### src/design/utf8w_pkg.sv
// Package for the UTF-8 window decoder: constants, lane and result types,
// and the lead mask function. No dependencies.
`timescale 1ns / 1ps
`default_nettype none

package utf8w_pkg;

  localparam int unsigned LANES     = 6;   // octets after the lead
  localparam int unsigned CP_W      = 31;
  localparam int unsigned ADV_W     = 4;
  localparam int unsigned SEXTET_W  = 6;

  localparam logic [CP_W-1:0]  REPLACEMENT_CP = 31'h0000FFFD;
  localparam logic [7:0]       CONT_SEL_MASK  = 8'hC0;
  localparam logic [7:0]       CONT_PATTERN   = 8'h80;
  localparam logic [7:0]       SEXTET_MASK    = 8'h3F;

  // Leading-ones counts with special meaning
  localparam logic [ADV_W-1:0] ONES_ASCII = 4'd0;
  localparam logic [ADV_W-1:0] ONES_STRAY = 4'd1;
  localparam logic [ADV_W-1:0] ONES_MAX   = 4'd6;
  localparam logic [ADV_W-1:0] ADV_ASCII  = 4'd1;
  localparam logic [ADV_W-1:0] ADV_STRAY  = 4'd0;

  typedef struct packed {
    logic                is_cont;
    logic [SEXTET_W-1:0] sextet;
  } lane_t;

  typedef struct packed {
    logic [CP_W-1:0]  code_point;
    logic [ADV_W-1:0] advance;
    logic             decode_error;
  } result_t;

  // Payload bits kept from a lead with the given count of leading ones
  function automatic logic [7:0] lead_keep_mask(input logic [ADV_W-1:0] ones);
    logic [7:0] m;
    case (ones)
      4'd2:    m = 8'd31;
      4'd3:    m = 8'd15;
      4'd4:    m = 8'd7;
      4'd5:    m = 8'd3;
      4'd6:    m = 8'd1;
      default: m = 8'd0;
    endcase
    return m;
  endfunction

endpackage

`default_nettype wire

### src/design/utf8w_lane.sv
// One lane: classifies a non-lead octet and extracts its six payload bits.
// Depends on utf8w_pkg.
`timescale 1ns / 1ps
`default_nettype none

module utf8w_lane
  import utf8w_pkg::*;
(
  input  logic [7:0] octet_i,
  output lane_t      lane_o
);

  always_comb begin
    lane_o.is_cont = ((octet_i & CONT_SEL_MASK) == CONT_PATTERN);
    lane_o.sextet  = octet_i[SEXTET_W-1:0] & SEXTET_MASK[SEXTET_W-1:0];
  end

endmodule

`default_nettype wire

### src/design/utf8w_merge.sv
// Merge stage: counts the lead's leading ones and combines the lane
// results into code point, advance and error flag. Depends on utf8w_pkg.
`timescale 1ns / 1ps
`default_nettype none

module utf8w_merge
  import utf8w_pkg::*;
(
  input  logic [7:0] lead_octet_i,
  input  lane_t      lanes_i [LANES],
  output result_t    result_o
);

  logic [ADV_W-1:0] ones;
  logic [CP_W-1:0]  cp;
  logic             bad;

  always_comb begin
    case (lead_octet_i) inside
      8'b0???????: ones = 4'd0;
      8'b10??????: ones = 4'd1;
      8'b110?????: ones = 4'd2;
      8'b1110????: ones = 4'd3;
      8'b11110???: ones = 4'd4;
      8'b111110??: ones = 4'd5;
      8'b1111110?: ones = 4'd6;
      8'b11111110: ones = 4'd7;
      default:     ones = 4'd8;
    endcase
  end

  always_comb begin
    cp  = {{(CP_W-8){1'b0}}, lead_octet_i & lead_keep_mask(ones)};
    bad = 1'b0;
    for (int i = 1; i <= LANES; i++) begin
      if (4'(i) < ones) begin
        cp = {cp[CP_W-SEXTET_W-1:0], lanes_i[i-1].sextet};
        if (!lanes_i[i-1].is_cont) bad = 1'b1;
      end
      // the octet right after the sequence must not be a continuation
      if (4'(i) == ones && lanes_i[i-1].is_cont) bad = 1'b1;
    end
  end

  always_comb begin
    if (ones == ONES_ASCII) begin
      result_o.code_point   = {{(CP_W-8){1'b0}}, lead_octet_i};
      result_o.advance      = ADV_ASCII;
      result_o.decode_error = 1'b0;
    end else if (ones == ONES_STRAY) begin
      result_o.code_point   = REPLACEMENT_CP;
      result_o.advance      = ADV_STRAY;
      result_o.decode_error = 1'b1;
    end else if (ones > ONES_MAX) begin
      result_o.code_point   = REPLACEMENT_CP;
      result_o.advance      = ones;
      result_o.decode_error = 1'b1;
    end else begin
      result_o.code_point   = bad ? REPLACEMENT_CP : cp;
      result_o.advance      = ones;
      result_o.decode_error = bad;
    end
  end

endmodule

`default_nettype wire

### src/design/utf8w_unit.sv
// Output stage: result register plus a skid entry so a new request is
// taken while a result waits. Depends on utf8w_pkg.
`timescale 1ns / 1ps
`default_nettype none

module utf8w_unit
  import utf8w_pkg::*;
(
  input  logic    clk_i,
  input  logic    rst_ni,
  input  logic    in_fire_i,
  input  result_t result_i,
  input  logic    out_stall_i,
  output logic    skid_full_o,
  output logic    out_valid_o,
  output result_t result_o
);

  logic    out_valid_q, out_valid_d;
  logic    skid_valid_q, skid_valid_d;
  result_t out_q, out_d;
  result_t skid_q, skid_d;
  logic    out_load;

  assign out_load = !out_valid_q || !out_stall_i;

  always_comb begin
    out_valid_d  = out_valid_q;
    skid_valid_d = skid_valid_q;
    out_d        = out_q;
    skid_d       = skid_q;
    if (out_load) begin
      out_valid_d  = skid_valid_q || in_fire_i;
      out_d        = skid_valid_q ? skid_q : result_i;
      skid_valid_d = 1'b0;
    end else if (in_fire_i) begin
      skid_valid_d = 1'b1;
      skid_d       = result_i;
    end
  end

  always_ff @(posedge clk_i or negedge rst_ni) begin
    if (!rst_ni) begin
      out_valid_q  <= 1'b0;
      skid_valid_q <= 1'b0;
    end else begin
      out_valid_q  <= out_valid_d;
      skid_valid_q <= skid_valid_d;
    end
  end

  always_ff @(posedge clk_i) begin
    out_q  <= out_d;
    skid_q <= skid_d;
  end

  assign skid_full_o = skid_valid_q;
  assign out_valid_o = out_valid_q;
  assign result_o    = out_q;

  a_skid_needs_out: assert property (@(posedge clk_i) disable iff (!rst_ni)
    skid_valid_q |-> out_valid_q) else $error("skid entry held with empty output");

  a_skid_drains: assert property (@(posedge clk_i) disable iff (!rst_ni)
    skid_valid_q && !out_stall_i |=> !skid_valid_q) else $error("skid entry not drained");

  a_no_accept_when_full: assert property (@(posedge clk_i) disable iff (!rst_ni)
    skid_valid_q |-> !in_fire_i) else $error("request taken with skid full");

endmodule

`default_nettype wire

### src/design/utf8_window_decoder_unit.sv
// Top level of the UTF-8 window decoder: six octet lanes, merge stage and
// output stage. Depends on utf8w_pkg, utf8w_lane, utf8w_merge, utf8w_unit.
`timescale 1ns / 1ps
`default_nettype none

// Decodes one UTF-8 sequence per request from a seven-octet window that
// starts at a lead octet. A request is taken every cycle while in_stall_o
// is low; its result is held in the output register, or in the skid entry
// while the output stalls. Decoding is a single combinational pass (six
// lanes checking the following octets, one merge) ahead of that register,
// so throughput is one window per cycle while in_stall_o is low. A two-entry
// output stage (register plus skid) keeps taking requests while a result
// waits; in_stall_o rises only when both entries are full. Errors yield
// 0xFFFD with decode_error_o set; a stray continuation lead reports advance 0.
module utf8_window_decoder_unit
  import utf8w_pkg::*;
(
  input  logic              clk_i,
  input  logic              rst_ni,
  input  logic              in_valid_i,
  output logic              in_stall_o,
  input  logic [7:0]        lead_octet_i,
  input  logic [7:0]        octet_one_i,
  input  logic [7:0]        octet_two_i,
  input  logic [7:0]        octet_three_i,
  input  logic [7:0]        octet_four_i,
  input  logic [7:0]        octet_five_i,
  input  logic [7:0]        octet_six_i,
  output logic              out_valid_o,
  input  logic              out_stall_i,
  output logic [CP_W-1:0]   code_point_o,
  output logic [ADV_W-1:0]  advance_o,
  output logic              decode_error_o
);

  logic [7:0] octets [LANES];
  lane_t      lanes  [LANES];
  result_t    result;
  result_t    out_result;
  logic       skid_full;
  logic       in_fire;

  assign octets[0] = octet_one_i;
  assign octets[1] = octet_two_i;
  assign octets[2] = octet_three_i;
  assign octets[3] = octet_four_i;
  assign octets[4] = octet_five_i;
  assign octets[5] = octet_six_i;

  for (genvar g = 0; g < LANES; g++) begin : g_lane
    utf8w_lane u_lane (
      .octet_i (octets[g]),
      .lane_o  (lanes[g])
    );
  end

  utf8w_merge u_merge (
    .lead_octet_i (lead_octet_i),
    .lanes_i      (lanes),
    .result_o     (result)
  );

  assign in_stall_o = skid_full;
  assign in_fire    = in_valid_i && !skid_full;

  utf8w_unit u_out (
    .clk_i       (clk_i),
    .rst_ni      (rst_ni),
    .in_fire_i   (in_fire),
    .result_i    (result),
    .out_stall_i (out_stall_i),
    .skid_full_o (skid_full),
    .out_valid_o (out_valid_o),
    .result_o    (out_result)
  );

  assign code_point_o   = out_result.code_point;
  assign advance_o      = out_result.advance;
  assign decode_error_o = out_result.decode_error;

  a_error_gives_repl: assert property (@(posedge clk_i) disable iff (!rst_ni)
    out_valid_o && decode_error_o |-> code_point_o == REPLACEMENT_CP)
    else $error("error result without replacement code point");

  a_stray_is_error: assert property (@(posedge clk_i) disable iff (!rst_ni)
    out_valid_o && advance_o == ADV_STRAY |-> decode_error_o)
    else $error("zero advance without error");

  a_good_advance: assert property (@(posedge clk_i) disable iff (!rst_ni)
    out_valid_o && !decode_error_o |-> advance_o >= ADV_ASCII && advance_o <= ONES_MAX)
    else $error("clean result with bad advance");

endmodule

`default_nettype wire
### config.mk
export PLATFORM = sky130hd
export DESIGN_NAME = utf8_window_decoder_unit
export DESIGN_NICKNAME = d
export VERILOG_FILES = /design/src/design/utf8w_pkg.sv /design/src/design/utf8w_lane.sv /design/src/design/utf8w_merge.sv /design/src/design/utf8w_unit.sv /design/src/design/utf8_window_decoder_unit.sv
export SDC_FILE = /design/constraint.sdc
export NUM_CORES = 1
export LEC_CHECK = 0
export ABC_AREA = 0
export BUFFER_PORTS_ARGS = -buffer_cell sky130_fd_sc_hd__buf_2
export CORE_MARGIN = 2
export CORE_UTILIZATION = 50
export CTS_CLUSTER_DIAMETER = 120
export CTS_CLUSTER_SIZE = 8
export DETAILED_ROUTE_END_ITERATION = 10
export PLACE_DENSITY_LB_ADDON = 0.3
export SYNTH_ARGS = -nofsm -noshare
export SYNTH_HDL_FRONTEND = slang
export SYNTH_SLANG_ARGS = --single-unit
### constraint.sdc
create_clock -name clk_i -period 6.3 [get_ports clk_i]
set_input_delay 0.63 -clock clk_i [delete_from_list [all_inputs] [get_ports clk_i]]
set_output_delay 0.63 -clock clk_i [all_outputs]
set_load 0.005 [all_outputs]
==> qor_table.md <==
| Result | Reported |
|:---|:---|
| Run status | finished clean |
| Number of distinct standard cells referenced by the synthesized netlist | 68 |
| Worst Tran Pin Value | 0.9699 ns |
| Setup-failing EPs final | 0 |
| Number of rows created at floorplan | 34 |
| Synth area leader | edfxtp_1 |
| Relative contribution of sequential cells to total power | 0.455 |
| IO buf count | 91 |
| Number of nets in the layout | 567 |
| Overall routing resource usage | 0.2753 |
| Proportion of power drawn by the clock network | 0.381 |
| Resized cells post-CTS | 0 |
| Type of element launching the critical path | input pin |
| Avg Vias per Cell | 6.219 |
| H-tree depth | 3 |
| Antenna violations before repair | 0 |
| DR pass1 iterations | 5 |
| Final-layout setup total negative slack | 0 ns |
| Half-perimeter wire length after placement | 8684 um |
| Maximum clock frequency | 0.2998 GHz |
| Critical-path maximum fanout | 34 |
| Initial core utilization | 0.5057 |
| Worst hold slack after final layout | 0.02669 ns |
| Total congestion overflow after global routing | 0 |
| First-pass GRT wire length | 20150 um |
| Proportion of layout cells with a drive suffix above 1 | 0.2559 |
| Number of flops mapped to enable cells by yosys | 72 |
| Count of boundary I/O pins | 98 |
| TritonCTS clock tree | done |
| Reported net switching power | 0.3399 mW |
| Minimum clock period after layout | 3.336 ns |
| Post-synthesis net count | 492 |
| Critical Path End Type | flip-flop |
| Via count | 3856 |
| Post-Synthesis Mean Instance Area | 10.06 sq um |
| Maximum buffer depth of the clock tree | 2 |
| Largest net degree at the start of global routing | 47 |
| Area enclosed by the die boundary | 9453 sq um |
| Number of hold violations in the final report | 0 |
| Fraction of power consumed by combinational cells | 0.165 |
| Area taken by flip-flops and latches | 2212 sq um |
| Critical path arrival | 3.46 ns |
| Share of the cycle needed by the critical path after routing | 0.5295 |
| Worst skew pair latency | 0.37 ns |
| Classification of the worst-slack hold path | in2async |
| Via count of the first global-routing pass | 3677 |
| Slew headroom | 0.3510 |
| Total area of multi-input combinational cells | 1941 sq um |
| Wirelength per Cell | 20.45 um |
| Max-capacitance violation count | 0 |
| Routed wire length | 12680 um |
| Drc violations | 0 |
| Area Overhead vs Synth | 16.76% |
| Post-synth top flop | edfxtp_1 |
| Power density of the placed cells | 259.1 nW/um^2 |
| Total of flip-flops plus latches after synthesis | 74 |
| Data required time of the worst path | 6.42 ns |
| Cell types with the largest area share after synthesis | edfxtp_1 50%, nand2_1 5.0%, nor2_1 4.4% |
| Root buf cell | clkbuf_8 |
| Final slew viol count | 0 |
| Cell leakage power | 1.957 nW |
| Die X-Extent | 97.23 um |
| Yosys Warn Count | 0 |
| Filler instances | 761 |
| Overall die height | 97.23 um |
| Ant diodes | 0 |
| Sequential share of the synthesized area | 0.5091 |
| Gate count of the mapped netlist | 432 |
| Starting DRC count in detailed routing | 358 |
| Num CTS Buffers | 9 |
| Post-route ant nets | 0 |
| Final weighted congestion in routability-driven placement | 0.9272 |
| Switching share of power | 0.2586 |
| Peak supply drop | 0.0001276 V |
| Synthesized cell area | 4345 sq um |
| Total Power Consumption | 1.315 mW |
| Final worst clock skew | 0.007994 ns |
| Path type of the worst setup path | in2reg |
| Core area | 8593 sq um |
| FFs w/ async S/R, synth | 0.02703 |
| Share of the synthesized area in the top cell type | 0.4976 |
| Internal Power | 0.9747 mW |
| Sinks on the clock net | 74 |
| Number of hold buffers added after cts | 0 |
| Buffer count from post-CTS setup fixing | 0 |
| Clock-pin slew on the worst setup and hold paths | 0.08 ns |
| Unrepaired setup endpoints after global routing | no |
-- through the flow --
step	instance area (sq um)	utilization	cells	setup slack, ns
floorplan	4345	-	432	1.603
global placement	4808	0.5596	604	2.691
detailed placement	4808	0.5596	604	2.637
CTS	5074	0.5904	620	3.026
global route	5074	0.5904	620	2.877
finish	5074	0.5904	620	2.964
-- critical path, stage by stage --
cell,delay [ns]
buf_2,0.56
and4_1,0.69
nand4b_1,0.24
a311o_1,0.44
nand4_2,0.40
nor3_1,0.18
mux2_2,0.30
-- final timing paths --
kind                                                from                            end  slack (ns)  depth (start not counted)
max                                      lead_octet_i[4]   u_out.result_o[32]$_DFFE_PN_        2.96                          7
min                                               rst_ni  u_out.skid_full_o$_DFFE_PN0P_        0.03                          1
max reg2reg                u_out.skid_full_o$_DFFE_PN0P_   u_out.result_o[19]$_DFFE_PN_        4.43                          4
min reg2reg                    u_out.skid_q[9]$_DFFE_PP_    u_out.result_o[9]$_DFFE_PN_        0.53                          2
max in group asynchronous                         rst_ni  u_out.out_valid_o$_DFFE_PN0N_        6.18                          1
min in group clk_i                            in_valid_i  u_out.out_valid_o$_DFFE_PN0N_        0.47                          3
-- cell usage in the layout, fill, tap and decap left out, types with 4 or more instances in the layout --
cell       count
buf_2         91
edfxtp_1      72
nand2_1       58
nor2_1        51
a21oi_1       24
nor3_1        21
o31ai_1       20
o21ai_0       14
mux2i_1       14
clkbuf_8       9
inv_1          7
nor2b_1        7
mux2_2         7
a211oi_1       7
and3_1         6
o211ai_1       5
nand3_1        5
o22ai_1        5
nand4_1        4
nand2b_1       4
a31oi_1        4
bufinv_16      4
-- metal layers --
metal	vias up	wire, um	track usage
li1	1794	-	-
met1	1822	5484	0.3869
met2	214	5803	0.4199
met3	26	1000	0.05036
met4	0	388	0.1207
met5	-	0	0
-- cell type report --
class / count / share of cell area
flip-flops and latches: 74 / 0.4360
multi-input cells: 318 / 0.3825
repair buffers: 94 / 0.09420
clock inverters: 6 / 0.02713
well taps: 108 / 0.02663
clock buffers: 10 / 0.02515
inverters: 10 / 0.008385
-- synthesized netlist by cell type, types with 3 or more instances --
library cell,n
a211oi_1,7
a21oi_1,24
a221oi_1,3
a22oi_1,3
a2bb2oi_1,3
a31oi_1,4
and3_1,6
buf_2,10
buf_4,4
clkbuf_1,13
edfxtp_1,72
inv_1,7
mux2_2,7
mux2i_1,14
nand2_1,58
nand2b_1,4
nand3_1,5
nand4_1,4
nor2_1,51
nor2b_1,7
nor3_1,21
nor3b_1,3
nor4_1,3
o211ai_1,5
o21ai_0,14
o22ai_1,5
o31ai_1,20
o32ai_1,3
or3_1,3
-- cells by family (layout without fill, tap and decap cells) --
family | count (synthesis) | count (layout) | synth area share
compound gates | 114 | 114 | 0.1886
xor+xnor | 1 | 1 | 0.002016
buf+inv | 40 | 120 | 0.04549
flops | 74 | 74 | 0.5091
mux | 21 | 21 | 0.05039
simple gates | 182 | 182 | 0.2044
-- registers in the layout, indices dropped and copies added (netlist names) --
signal / cells
u_out.out_valid_o: 1
u_out.result_o: 36
u_out.skid_full_o: 1
u_out.skid_q: 36
-- power by group through the flow --
| stage | Sequential, mW | Combinational (mW) | Clock (mW) |
|---|---|---|---|
| after global routing | 0.602 | 0.237 | 0.523 |
| final | 0.598 | 0.217 | 0.500 |
| after CTS | 0.598 | 0.215 | 0.505 |
| after floorplan | 0.614 | 0.127 | 0 |
| after global placement | 0.607 | 0.209 | 0 |
| after detailed placement | 0.609 | 0.214 | 0 |
(Power assumes the default switching activity.)
